`config.mk`:
```
export PLATFORM = sky130hd
export DESIGN_NAME = irt_ram
export DESIGN_NICKNAME = d
export VERILOG_FILES = /design/src/rtl/core/intact_run_tracker_unit_macros.svh /design/src/rtl/core/irt_ram.sv
export SDC_FILE = /design/constraint.sdc
export NUM_CORES = 1
export LEC_CHECK = 0
export BUFFER_PORTS_ARGS = -buffer_cell sky130_fd_sc_hd__clkbuf_2
export CORE_ASPECT_RATIO = 1.2
export CORE_MARGIN = 1
export CORE_UTILIZATION = 55
export CTS_BUF_LIST = sky130_fd_sc_hd__clkbuf_16
export CTS_CLUSTER_SIZE = 40
export DETAILED_ROUTE_END_ITERATION = 10
export GPL_TIMING_DRIVEN = 0
export PLACE_DENSITY = 0.78
export SLEW_MARGIN = 20
export SYNTH_ARGS = -nofsm -noshare
export SYNTH_HDL_FRONTEND = slang
export SYNTH_SLANG_ARGS = --single-unit
export TNS_END_PERCENT = 30
```
`constraint.sdc`:
```
create_clock -name aclk -period 3.8 [get_ports aclk]
set_clock_uncertainty 0.2 [all_clocks]
set_input_delay 0.57 -clock aclk [delete_from_list [all_inputs] [get_ports aclk]]
set_output_delay 0.57 -clock aclk [all_outputs]
set_load 0.05 [all_outputs]
```
`src/rtl/core/intact_run_tracker_unit_macros.svh`:
```
// Assertion helpers for the run tracker. They compile away under synthesis.
`ifndef INTACT_RUN_TRACKER_UNIT_MACROS_SVH
`define INTACT_RUN_TRACKER_UNIT_MACROS_SVH

`ifndef SYNTHESIS
`define IRT_ASSERT(label, clk, rstn, prop) \
    label: assert property (@(posedge clk) disable iff (!(rstn)) prop) \
        else $error("intact_run_tracker_unit: assertion failed");
`define IRT_ASSERT_NEXT(label, clk, rstn, ante, cons) \
    label: assert property (@(posedge clk) disable iff (!(rstn)) (ante) |=> (cons)) \
        else $error("intact_run_tracker_unit: assertion failed");
`else
`define IRT_ASSERT(label, clk, rstn, prop)
`define IRT_ASSERT_NEXT(label, clk, rstn, ante, cons)
`endif

`endif

```
`src/rtl/core/irt_ram.sv`:
```
module irt_ram #(
    parameter int WIDTH  = 32,
    parameter int DEPTH  = 32,
    parameter int ADDR_W = 5
) (
    input  logic              aclk,
    input  logic              we,
    input  logic [ADDR_W-1:0] waddr,
    input  logic [WIDTH-1:0]  wdata,
    input  logic [ADDR_W-1:0] raddr,
    output logic [WIDTH-1:0]  rdata
);

    logic [WIDTH-1:0] mem_array [DEPTH];
    logic [WIDTH-1:0] rdata_reg;

    always_ff @(posedge aclk) begin
        if (we) begin
            mem_array[waddr] <= wdata;
        end
        rdata_reg <= mem_array[raddr];
    end

    assign rdata = rdata_reg;

endmodule

```
==> summary.md <==
| Metric | Value |
|---|---|
| Largest net degree at the start of global routing | 33 |
| Buffers on Ports | 74 |
| Sinks on Clock Net | roughly 1100 |
| Longest Clk Path Bufs | 3 |
| Synth area leaders | edfxtp_1 (76%), mux2i_1 (13%), a22oi_1 (1.8%) |
| GRT Residual Overflow | 0 |
| DR WL met3 | 7658 microns |
| CTS tree | built |
| Placeable Area | between 0.07 and 0.08 sq mm |
| Via density | about 6.2 |
| GRT Total Usage | 25.39% |
| Drc violations | 0 |
| Cts repair resizes | 0 |
| Reg clk slew, reported paths | 0.06 ns |
| Max FO, Critical Path | 17 |
| RD Place Congestion | 0.8455 |
| Min-Delay Path Class | input pin to flop |
| CP peak stage delay | 0.76 ns |
| Syn_nets | 2304 |
| Post-CTS Hold Buffers | 0 |
| Initial antenna violation count | 2 |
| Post-synth top area share | 75.95% |
| Critical path, cell by cell | clkbuf_2 -> or3b_2 -> clkbuf_1 -> nor2_4 -> buf_16 |
| CP max stage cell | nor2_4 |
| Fin area | 0.04599 sq mm |
| Sw Share | 21.60% |
| Postcts setup bufs | 0 |
| P_int | 0.01859 W |
| First-pass DRT Iterations | 6 |
| Power Density | 515.5 mW/mm^2 |
| Synth area leader | edfxtp_1 |
| Status | finished clean |
| Die W | 249.7 microns |
| Number of H-tree levels | 3 |
| Sequential share of the synthesized area | 77.54% |
| Synth unique cells | 25 |
| Maxcap violations | 0 |
| ANT cells | 0 |
| Avg Cell Area, Syn | about 18 sq um |
| CTS buffer count | between 90 and 100 |
| Post-layout nets | between 2000 and 3000 |
| Root buf cell | clkbuf_16 |
| Design Power | 0.02371 W |
| Cell Area, Synth | 0.04049 sq mm |
| Share of cells above drive strength 1 | 13.68% |
| Maximum vdd drop | about 310 uV |
| Top sig layer | met5 |
| Starting Density | a little under three fifths |
| Hold Crit Depth | 1 |
| Largest register FFs | 1024 |
| Seq pwr share | 54.8% |
| Switching Power | 0.005121 W |
| Combinational group share of total power | 6.1% |
| Worst Reg-to-Reg Cells | 5 |
| FFs w/ async S/R, synth | 0% |
| Arrival time worst endpoint | 2.67 ns |
| Predominant post-synthesis flop cell | edfxtp_1 |
| Final Hold Viols | 0 |
| Final-report setup violation count | 0 |
| Cell count after synthesis | between 2000 and 2500 |
| Crit Path Class | input pin to flop |
| Post-synth EDFFs | 1024 |
| Lkg Pwr | 16.14 nW |
| Final period utilization | ~66% |
| Clock network power share | between 30% and 40% |
| P&R area growth vs syn | 13.60% |
| Worst Path Required | 3.95 ns |
| WL/cell | ~27 microns |
| Max_slew headroom | 28.91% |
| Commonest non-fill, non-tap cell in the layout | edfxtp_1 |
| Metal-1 WL | 33500 microns |
| Via count | 21670 |
| Final Util | 63.38% |
| Most frequent cells in the layout | edfxtp_1 (1024), mux2i_1 (512), nand2_1 (98), nand3_1 (98) |
| RSZ-0062 raised after global routing | no |
| First-pass GRT wire length | 137600 microns |
| Fmax | roughly 0.40 GHz |
| Number of synthesized register bits | between 1000 and 1500 |
| Ports | 76 |
| Clk Latency, worst-skew pair | 0.66 ns |
| CP endpoint kind | flop |
| Crit path time final | 2.520 ns |
| Routed WL | 94980 microns |
| Worst setup SP type | input pin |
| WHS | 0.3883 ns |
| Worst slew pin tran | 1.066 ns |
| Ys Warns | 0 |
| Final setup TNS | 0 ns |
| Antenna viol nets, final | 0 |
| Die Span Y | around 300 microns |
| Routed met2 length | around 50000 microns |
| DR iter-0 viols | between 2000 and 2500 |
| # rows | between 100 and 150 |
| Hpwl dp | 60220 microns |
| Die Footprint | between 0.07 and 0.08 sq mm |
| Final Max Tran Viols | 0 |
| Vias in the first global route | 21948 |
| Placed Area | 0.04299 sq mm |
-- power groups by stage --
stage,logic (W),registers [W],clock network [W]
2_1_floorplan,0.000669,0.0134,0
4_1_cts,0.00144,0.0130,0.00932
3_3_place_gp,0.00136,0.0132,0
6_report,0.00145,0.0130,0.00926
5_1_grt,0.00151,0.0130,0.00976
3_5_place_dp,0.00143,0.0132,0
-- cell type report --
type / count / area, sq um
buffer: 127 / 753.2
clock buffer: 95 / 2377
clock inverter: 76 / 623.1
fill: 4693 / 26580
multi-input combinational: 1077 / 8582
sequential: 1056 / 31390
tap: 935 / 1170
timing repair buffer: 106 / 1094
-- metal layers --
| metal | track usage [%] | vias up |
|---|---|---|
| met3 | 3.795 | 268 |
| met5 | 0 | - |
| met2 | 45.24 | 1102 |
| met1 | 30.28 | 10920 |
| met4 | 12.17 | 4 |
| li1 | - | 9376 |
-- critical path: cells and delay by family --
| family | cells | cell delay, ns |
|---|---|---|
| buffers and inverters | 3 | 0.84 |
| and+or+nand+nor | 2 | 1.22 |
-- synthesized netlist by cell type (2+ instances only) --
library cell,instances
a22o_1,64
buf_2,26
nand3_1,98
buf_4,33
a22oi_1,96
nand3b_1,5
or3b_2,3
buf_1,5
clkbuf_1,46
nor3_1,32
buf_6,15
nand2_1,98
dfxtp_1,32
edfxtp_1,1024
nor2_1,34
a31oi_1,32
nand2b_1,2
clkbuf_4,2
a21oi_1,96
mux2i_1,512
-- per-stage QoR --
| stage | worst slack, ns | std cells |
|---|---|---|
| floorplan | 0.5959 | 2260 |
| global placement | -0.9149 | 3269 |
| detailed placement | 0.6756 | 3301 |
| CTS | 1.330 | 3472 |
| global route | 1.261 | 3472 |
| finish | 1.280 | 3472 |
-- worst paths after layout --
kind / to / slack, ns / from
min reg2reg: rdata[29] / 0.41 / mem_array[10][29]
min: mem_array[10][28] / 0.39 / wdata[28]
max reg2reg: rdata[12] / 1.86 / mem_array[1][12]
max: mem_array[4][21] / 1.28 / we
-- cells by family (layout without fill, tap and decap cells) --
kind of cell,count (synthesis),count (layout),synth area share (%)
muxes,512,512,12.66
AOI/OAI and AO/OA,288,288,4.846
DFF,1056,1056,77.53
and+or+nand+nor,277,277,3.100
buffers and inverters,127,404,1.860
Power figures use the tool's default switching activity.
