==> src/rtl/core/intact_run_tracker_unit_macros.svh <==
// Assertion helpers for the run tracker. They compile away under synthesis.
`ifndef INTACT_RUN_TRACKER_UNIT_MACROS_SVH
`define INTACT_RUN_TRACKER_UNIT_MACROS_SVH

`ifndef SYNTHESIS
`define IRT_ASSERT(label, clk, rstn, prop) \
    label: assert property (@(posedge clk) disable iff (!(rstn)) prop) \
        else $error("intact_run_tracker_unit: assertion failed");
`define IRT_ASSERT_NEXT(label, clk, rstn, ante, cons) \
    label: assert property (@(posedge clk) disable iff (!(rstn)) (ante) |=> (cons)) \
        else $error("intact_run_tracker_unit: assertion failed");
`else
`define IRT_ASSERT(label, clk, rstn, prop)
`define IRT_ASSERT_NEXT(label, clk, rstn, ante, cons)
`endif

`endif

==> src/rtl/core/irt_pkg.sv <==
package irt_pkg;

    localparam int IRT_MAX_POSITIONS = 1024;

    // The destroyed map is stored as words of this many positions.
    localparam int WORD_BITS  = 32;
    localparam int WORD_SHIFT = 5;
    localparam int SCAN_CW    = 6;

    localparam int POS_W    = 11;
    localparam int CMD_W    = 2;
    localparam int STATUS_W = 2;

    localparam logic [POS_W-1:0] CFG_RESET = 11'd1024;

    localparam logic [CMD_W-1:0] CMD_DESTROY = 2'd0;
    localparam logic [CMD_W-1:0] CMD_QUERY   = 2'd1;
    localparam logic [CMD_W-1:0] CMD_RESTORE = 2'd2;
    localparam logic [CMD_W-1:0] CMD_UNUSED  = 2'd3;

    localparam logic [STATUS_W-1:0] STATUS_OK    = 2'd0;
    localparam logic [STATUS_W-1:0] STATUS_RANGE = 2'd1;
    localparam logic [STATUS_W-1:0] STATUS_EMPTY = 2'd2;
    localparam logic [STATUS_W-1:0] STATUS_FULL  = 2'd3;

    typedef struct packed {
        logic [CMD_W-1:0] cmd;
        logic [POS_W-1:0] position;
    } irt_in_t;

    typedef struct packed {
        logic [POS_W-1:0]    run_length;
        logic [POS_W-1:0]    restored_position;
        logic [STATUS_W-1:0] status;
    } irt_out_t;

    typedef struct packed {
        logic [SCAN_CW-1:0] count;
        logic               full;
    } irt_scan_t;

endpackage

==> src/rtl/core/irt_word_scan.sv <==
module irt_word_scan
    import irt_pkg::*;
(
    input  logic [WORD_BITS-1:0] free_bits,
    output irt_scan_t            result
);

    // Length of the run of intact positions that starts at bit 0.
    always_comb begin
        result.count = SCAN_CW'(WORD_BITS);
        for (int i = WORD_BITS - 1; i >= 0; i--) begin
            if (!free_bits[i]) begin
                result.count = SCAN_CW'(i);
            end
        end
        result.full = &free_bits;
    end

endmodule

==> config.mk <==
export PLATFORM = sky130hd
export DESIGN_NAME = irt_word_scan
export DESIGN_NICKNAME = d
export VERILOG_FILES = /design/src/rtl/core/intact_run_tracker_unit_macros.svh /design/src/rtl/core/irt_pkg.sv /design/src/rtl/core/irt_word_scan.sv
export SDC_FILE = /design/constraint.sdc
export NUM_CORES = 1
export LEC_CHECK = 0
export ABC_AREA = 1
export BUFFER_PORTS_ARGS = -buffer_cell sky130_fd_sc_hd__buf_2
export CAP_MARGIN = 20
export CORE_AREA = 5 5 42 44
export DETAILED_ROUTE_END_ITERATION = 12
export DIE_AREA = 0 0 47 49
export GPL_TIMING_DRIVEN = 0
export SETUP_SLACK_MARGIN = 0.5
export SYNTH_ARGS = -nofsm -noshare
export SYNTH_HDL_FRONTEND = slang
export SYNTH_SLANG_ARGS = --single-unit
==> constraint.sdc <==
create_clock -name vclk -period 2.25
set_input_delay 0.3375 -clock vclk [all_inputs]
set_output_delay 0.3375 -clock vclk [all_outputs]
set_load 0.1 [all_outputs]
==> results of run 1 <==
==> power breakdown <==
group | switching (W) | internal, W
clock network | 0 | 0
logic | 0.0000812 | 0.0000711
registers | 0 | 0
total | 0.0000812 | 0.0000711
==> routing by layer <==
layer	part of all wire [%]	global-route usage (%)	up-vias	wire, µm
li1	-	-	356	-
met1	29	11.5	292	436
met2	61	28.3	24	897
met3	10	1.85	0	148
met4	0	2.30	0	0
met5	0	0	-	0
==> cell usage in the layout, fill, tap and decap left out, types with 2 or more instances in the layout <==
| master | netlist | layout |
|---|---|---|
| nand4_1 | 5 | 5 |
| nand3_2 | 0 | 4 |
| nor3_2 | 0 | 2 |
| inv_1 | 8 | 6 |
| buf_12 | 0 | 5 |
| buf_6 | 0 | 10 |
| a31oi_4 | 0 | 2 |
| nand2_2 | 0 | 6 |
| a21oi_4 | 0 | 2 |
| nand2_1 | 43 | 34 |
| buf_2 | 0 | 21 |
| nand2_4 | 0 | 2 |
| buf_4 | 0 | 7 |
| o21ai_1 | 0 | 2 |
| nand3_1 | 6 | 2 |
| buf_8 | 0 | 3 |
==> critical path, delay by kind of cell <==
kind | cells | cell delay [ns]
and+or+nand+nor | 29 | 1.33
buffers and inverters | 3 | 0.34
AOI/OAI and AO/OA | 1 | 0.14
==> how the worst max path moves through the flow <==
stage                      to  slack, ns  cells past startpoint
finish              result[1]      -0.25                     33
global route        result[1]      -0.49                     33
CTS                 result[1]      -0.28                     33
detailed placement  result[1]      -0.52                     33
global placement    result[1]      -0.49                     33
floorplan           result[1]      -0.23                     31
==> layout make-up <==
cell class         count  area [µm²]  area share (%)
multi-input cells     71         490            50.6
inverters              8        42.5            4.39
repair buffers        46         415            42.9
well taps             16        20.0            2.07
==> through the flow <==
step	std cells	util, %	total power, W	setup slack (ns)	hold slack (ns)
after floorplan	79	-	0.0000657	-0.233	0.842
after global placement	134	50.5	0.000114	-0.490	1.14
after detailed placement	134	50.5	0.000116	-0.520	1.14
after CTS	141	67.3	0.000149	-0.284	0.994
after global routing	141	69.1	0.000165	-0.491	1.01
final	141	69.1	0.000152	-0.252	1.01
==> cell families after synthesis <==
kind of cell | after synthesis | synth area share [%]
compound gates | 10 | 18.0
simple gates | 61 | 73.4
buf+inv | 8 | 8.63
==> what timing repair did <==
action / 4_1_cts / 5_1_grt
resized for setup: 49 / 7
gates cloned: 0 / 0
buffers inserted: 7 / 0
pin swaps: 19 / 8
endpoints found under the setup margin: 7 / 7
==> results.toml, run 1 <==
[finish]
diodes = 0
syn_to_final_growth_pct = 178
stdcell_area_um2 = 968
nClkBuffers = 0
drive_gt1_share_pct = 57.6
fillCellCount = 132
seq_area_um2 = 0
seq_cells = 0
num-nets-final = 159

[drt]
wl_per_cell_um = 10.5
wl_um = 1480
vias = 672
drcViolationCount = 0
drtAntennaViolNets = 0
vias_per_cell = 4.77
drtIter0Drc = 1
drt_pass1_iterations = 4

[setup_path]
cp_slowest_stage_delay_ns = 0.19
crit_slowest_cell = "buf_12"
arrival_ns = 2.16
crit_top_cell = "nand2_1"
worst-endpoint-required_ns = 1.91
cp-start-kind = "input pin"
cp-end-kind = "output port"
cp_max_fo = 2
path_class = "input pin to output port"
startpoint = "free_bits[31]"

[global_route]
grt_usage_pct = 13.2
grt_pass1_vias = 685
overflow = 0
grt_pass1_wl_um = 2430
grt_max_degree = 5
antenna_found_initial = 0

[sta]
fin_crit_sh_pct = 111
fmax_mhz = 400
hold_viol = 0
fin_ws_ns = -0.252
final.setup.tns_ns = -0.252
min_period_ns = 2.50
drv_slew = 0
relSlewSlack_pct = 83.4
worst_pin_slew_ns = 0.248
rsz0062_at_grt = "true"
setup_viol = 1

[floorplanning]
die-area_um2 = 2300
fp.coreArea_um2 = 1400
num_rows = 14
die_y_um = 49
start_util_pct = 24.8
die_x_um = 47
ios = 39

[synth]
netlist_instances = 79
synth_common_cells = "nand2_1 (43), inv_1 (8), nand3_1 (6)"
yosys-top-cells-area = "nand2_1 (46%), nand4_1 (9.0%), nand3_1 (8.6%)"
seq_area_frac_synth_pct = 0
avgSynthCellArea_um2 = 4.40
yosys_warnings = 0
synth_nets = 111
synth.distinct_cells = 13
synth_top_area_cell = "nand2_1"
synth_top_area_share_pct = 46.4
synth_area_um2 = 348
yosysMostFrequentCell = "nand2_1"

[worst_hold_path]
hp-class = "input pin to output port"
min_to = "result[2]"
hold_path_depth = 3
hp-start = "free_bits[2]"

[status]
status = "finished, violations left"
failed_checks = "negative setup slack"

[placement]
post-dp-hpwl_um = 1120
routabilityCongestion = 0.705
port_buffers = 39
dpl-instance-area_um2 = 708

[pwr]
p_leak_nw = 0.483
powerDensity_nw_per_um2 = 157
irDropWorstVdd_uv = 77.8

[clocking]
ctsHoldBuffers = 0

[run]
cap_violations = 0
Note: power is estimated with default switching activity, not from simulation.
==> run 2, diff against run 1 <==
--- a/config.mk
+++ b/config.mk
@@ -13,6 +13,7 @@
 export DIE_AREA = 0 0 47 49
 export GPL_TIMING_DRIVEN = 0
 export SETUP_SLACK_MARGIN = 0.5
+export SKIP_LAST_GASP = 1
 export SYNTH_ARGS = -nofsm -noshare
 export SYNTH_HDL_FRONTEND = slang
 export SYNTH_SLANG_ARGS = --single-unit
==> run 2 against run 1 <==
The run still ends with negative setup slack left. Non-clock buffer count is the same. Via count shrank 0.60%. Utilization shrank 0.89 points. Die area is the same. Highest routed layer unchanged. Global-route usage is the same. Critical path type unchanged. Flip-flop and latch count is the same. Routed wire length shrank 3.7%. Worst hold slack is the same. Sequential share of layout area is the same. First-iteration DRC count is the same. Final cell count is the same. Worst setup slack lost 0.0018 ns.
==> results.toml, run 2 (synthesis gave the netlist of run 1 again) <==
[drt]
top_layer = "met3"
drcViolationCount = 0
drtIter0Drc = 1
drt_pass1_iterations = 4
wl_met3_um = 146
met2_length_um = 855
vias = 668
drtAntennaViolNets = 0
wl_met1_um = 425
vias_per_cell = 4.74
wl_um = 1430
wl_per_cell_um = 10.1

[global_route]
grt_pass1_vias = 685
grt_usage_pct = 13.2
antenna_found_initial = 0
overflow = 0
grt_pass1_wl_um = 2430
grt_max_degree = 5

[sta]
rsz0062_at_grt = "true"
hold_viol = 0
fmax_mhz = 399
worst_pin_slew_ns = 0.248
min_period_ns = 2.50
fin_ws_ns = -0.254
drv_slew = 0
fin_crit_sh_pct = 111
setup_viol = 1
relSlewSlack_pct = 83.4
whs_ns = 1.01

[floorplanning]
fp.coreArea_um2 = 1400
num_rows = 14
die_x_um = 47
start_util_pct = 24.8
die_y_um = 49
ios = 39
die-area_um2 = 2300

[setup_path]
cp-start-kind = "input pin"
path_class = "input pin to output port"
worst-endpoint-required_ns = 1.91
crit_top_cell = "nand2_1"
arrival_ns = 2.17
crit_slowest_cell = "buf_12"
cp-end-kind = "output port"
cp_max_fo = 2
startpoint = "free_bits[31]"
cp_slowest_stage_delay_ns = 0.19

[finish]
seq_area_um2 = 0
mostFrequentLayoutCells = "nand2_1 (35), buf_2 (21), buf_6 (10)"
drive_gt1_share_pct = 56.8
num-nets-final = 159
seq_cells = 0
layout_commonest_cell = "nand2_1"
syn_to_final_growth_pct = 175
fillCellCount = 135
diodes = 0
nClkBuffers = 0
stdcell_area_um2 = 956

[status]
status = "finished, violations left"
failed_checks = "negative setup slack"

[pwr]
powerDensity_nw_per_um2 = 157
irDropWorstVdd_uv = 77.1
power_w = 0.000150
p_leak_nw = 0.477

[placement]
routabilityCongestion = 0.705
post-dp-hpwl_um = 1120
port_buffers = 39
post-place-ws_ns = -0.520
dpl-instance-area_um2 = 708

[worst_hold_path]
hold_path_depth = 3
hp-start = "free_bits[2]"
hp-class = "input pin to output port"

[run]
cap_violations = 0

[clocking]
ctsHoldBuffers = 0
## run 2: cell count changes in the layout (fill, tap and decap cells not counted)
cell      before  now
clkinv_8       1    0
inv_8          0    1
nand2_4        2    1
nand2_1       34   35
## run 2: per-stage QoR
step / utilization (%) / TNS [ns] / instances
detailed placement: 50.5 / -0.524 / 134
finish: 68.2 / -0.254 / 141
global route: 68.2 / -0.501 / 141
floorplan: - / -0.395 / 79
global placement: 50.5 / -0.490 / 134
CTS: 67.3 / -0.284 / 141
## run 2: critical path: cells and delay by family
family	cells	cell delay (ns)
compound gates	1	0.14
simple gates	29	1.34
buf+inv	3	0.33
## run 2: final cells by class
cell class / instances / area [µm²] / share of cell area [%]
Tap cell: 16 / 20.0 / 2.09
Inverter: 8 / 37.5 / 3.93
Timing Repair Buffer: 46 / 415 / 43.5
Multi-Input combinational cell: 71 / 483 / 50.5
## run 2: routing by layer
| metal | track usage [%] | vias up |
|---|---|---|
| met2 | 28.3 | 22 |
| li1 | - | 356 |
| met1 | 11.5 | 290 |
| met4 | 2.30 | 0 |
| met3 | 1.85 | 0 |
| met5 | 0 | - |
## run 2: what timing repair did
action / in CTS / in global routing
resized for setup: 49 / 4
endpoints found under the setup margin: 7 / 7
setup buffers: 7 / 0
gates cloned: 0 / 0
pin swaps: 19 / 8
## run 2: worst paths after layout
kind | slack, ns | endpoint
setup / recovery | -0.25 | result[1]
hold / removal | 1.01 | result[2]
## run 2: power by group
part           internal [W]  total (W)  switching (W)
registers                 0          0              0
clock network             0          0              0
logic             0.0000703   0.000150      0.0000795
==> run 3, diff against run 2 <==
==> constraint.sdc (replaced) <==
create_clock -name vclk -period 2.9
set_input_delay 0.435 -clock vclk [all_inputs]
set_output_delay 0.435 -clock vclk [all_outputs]
set_load 0.1 [all_outputs]
==> run 3 against run 2 <==
The run now ends clean. First-iteration DRC count rose to 6.0 times the previous value. Utilization fell by 22 points. Combinational power fell by 43%. Routed wire length down 19%. Via count decreased by 9.3%. Largest power group unchanged.
==> results.toml, run 3 (synthesis gave the netlist of run 1 again) <==
[placement]
dpl-instance-area_um2 = 616
routabilityCongestion = 0.698
post-place-ws_ns = -0.0210
post-dp-hpwl_um = 1060
port_buffers = 39

[sta]
hold_viol = 0
relSlewSlack_pct = 67.9
rsz0062_at_grt = "true"
worst_pin_slew_ns = 0.485
setup_viol = 0
fin_ws_ns = 0.216
drv_slew = 0
fin_crit_sh_pct = 92.6
fmax_mhz = 373
min_period_ns = 2.68
final.setup.tns_ns = 0

[pwr]
p_clk_share_pct = 0
switchingPower_w = 0.0000502
seqPwrFrac_pct = 0
p_leak_nw = 0.379
switching_share_pct = 58.8
irDropWorstVdd_uv = 41.8
powerDensity_nw_per_um2 = 131
share_comb_of_total_power_pct = 100.0
p_int_w = 0.0000351

[global_route]
grt_pass1_wl_um = 1810
grt_max_degree = 5
grt_pass1_vias = 496
grt_usage_pct = 9.40
overflow = 0
antenna_found_initial = 0

[setup_path]
cp_num_buf_inv = 3
arrival_ns = 2.25
cp_slowest_stage_delay_ns = 0.19
cp-end-kind = "output port"
cp-endpoint = "result[1]"
crit_top_cell = "nand2_1"
startpoint = "free_bits[31]"
crit_slowest_cell = "buf_12"
cpLargestDelayFamily = "simple AND/OR/NAND/NOR gates"
cp_max_fo = 3
worst-endpoint-required_ns = 2.47
path_class = "input pin to output port"
cp-start-kind = "input pin"
worstSetupPathDepth = 33

[run]
cap_violations = 0

[drt]
vias = 606
drcViolationCount = 0
drtIter0Drc = 6
wl_um = 1160
wl_per_cell_um = 8.63
drtAntennaViolNets = 0
vias_per_cell = 4.52
drt_pass1_iterations = 2

[worst_hold_path]
hold_path_depth = 3
hp-class = "input pin to output port"

[finish]
drive_gt1_share_pct = 40.7
seq_cells = 0
syn_to_final_growth_pct = 87.1
layout_commonest_cell = "nand2_1"
postLayoutCoreUtil_pct = 46.4
stdcell_area_um2 = 651
num-nets-final = 152
nClkBuffers = 0
seq_area_um2 = 0
diodes = 0
mostFrequentLayoutCells = "nand2_1 (42), buf_2 (34), inv_1 (7)"

[clocking]
ctsHoldBuffers = 0
post_cts_buffers = 0

[floorplanning]
die-area_um2 = 2300
num_rows = 14
ios = 39
fp.coreArea_um2 = 1400
start_util_pct = 24.8
die_x_um = 47
die_y_um = 49

[status]
status = "finished, final reports clean"
## run 3: power groups by stage
| stage | Clock (W) | Sequential, W | Combinational (W) |
|---|---|---|---|
| floorplan | 0 | 0 | 0.0000441 |
| global placement | 0 | 0 | 0.0000781 |
| detailed placement | 0 | 0 | 0.0000791 |
| CTS | 0 | 0 | 0.0000849 |
| global route | 0 | 0 | 0.0000939 |
| finish | 0 | 0 | 0.0000853 |
## run 3: area by class of cell
cell class	count	area [µm²]
Multi-Input combinational cell	71	373
Tap cell	16	20.0
Timing Repair Buffer	39	228
Inverter	8	30.0
Fill cell	157	751
## run 3: how the worst min path moves through the flow
stage | startpoint | to | slack [ns]
CTS | free_bits[1] | result[1] | 1.21
global placement | free_bits[1] | result[1] | 1.33
floorplan | free_bits[1] | result[1] | 1.04
detailed placement | free_bits[1] | result[1] | 1.34
global route | free_bits[1] | result[1] | 1.24
finish | free_bits[1] | result[1] | 1.23
## run 3: stage by stage
step	total power, W	hold slack [ns]	cells
3_3_place_gp	0.0000781	1.33	134
6_report	0.0000853	1.23	134
2_1_floorplan	0.0000441	1.04	79
3_5_place_dp	0.0000791	1.34	134
5_1_grt	0.0000939	1.24	134
4_1_cts	0.0000849	1.21	134
## run 3: repair_timing
action	CTS	global route
endpoints found under the setup margin	2	4
pin swaps	3	4
gates resized for setup	8	3
## run 3: worst min-delay path, delay by kind of cell
kind	cells	cell delay, ns
AO/OA/AOI/OAI	1	0.07
buffers and inverters	2	0.29
## run 3: layer usage
metal,share of wire [%],global-route usage (%)
met5,0,0
met4,0,0
met1,44,13.3
met3,7.4,0.369
met2,49,16.3
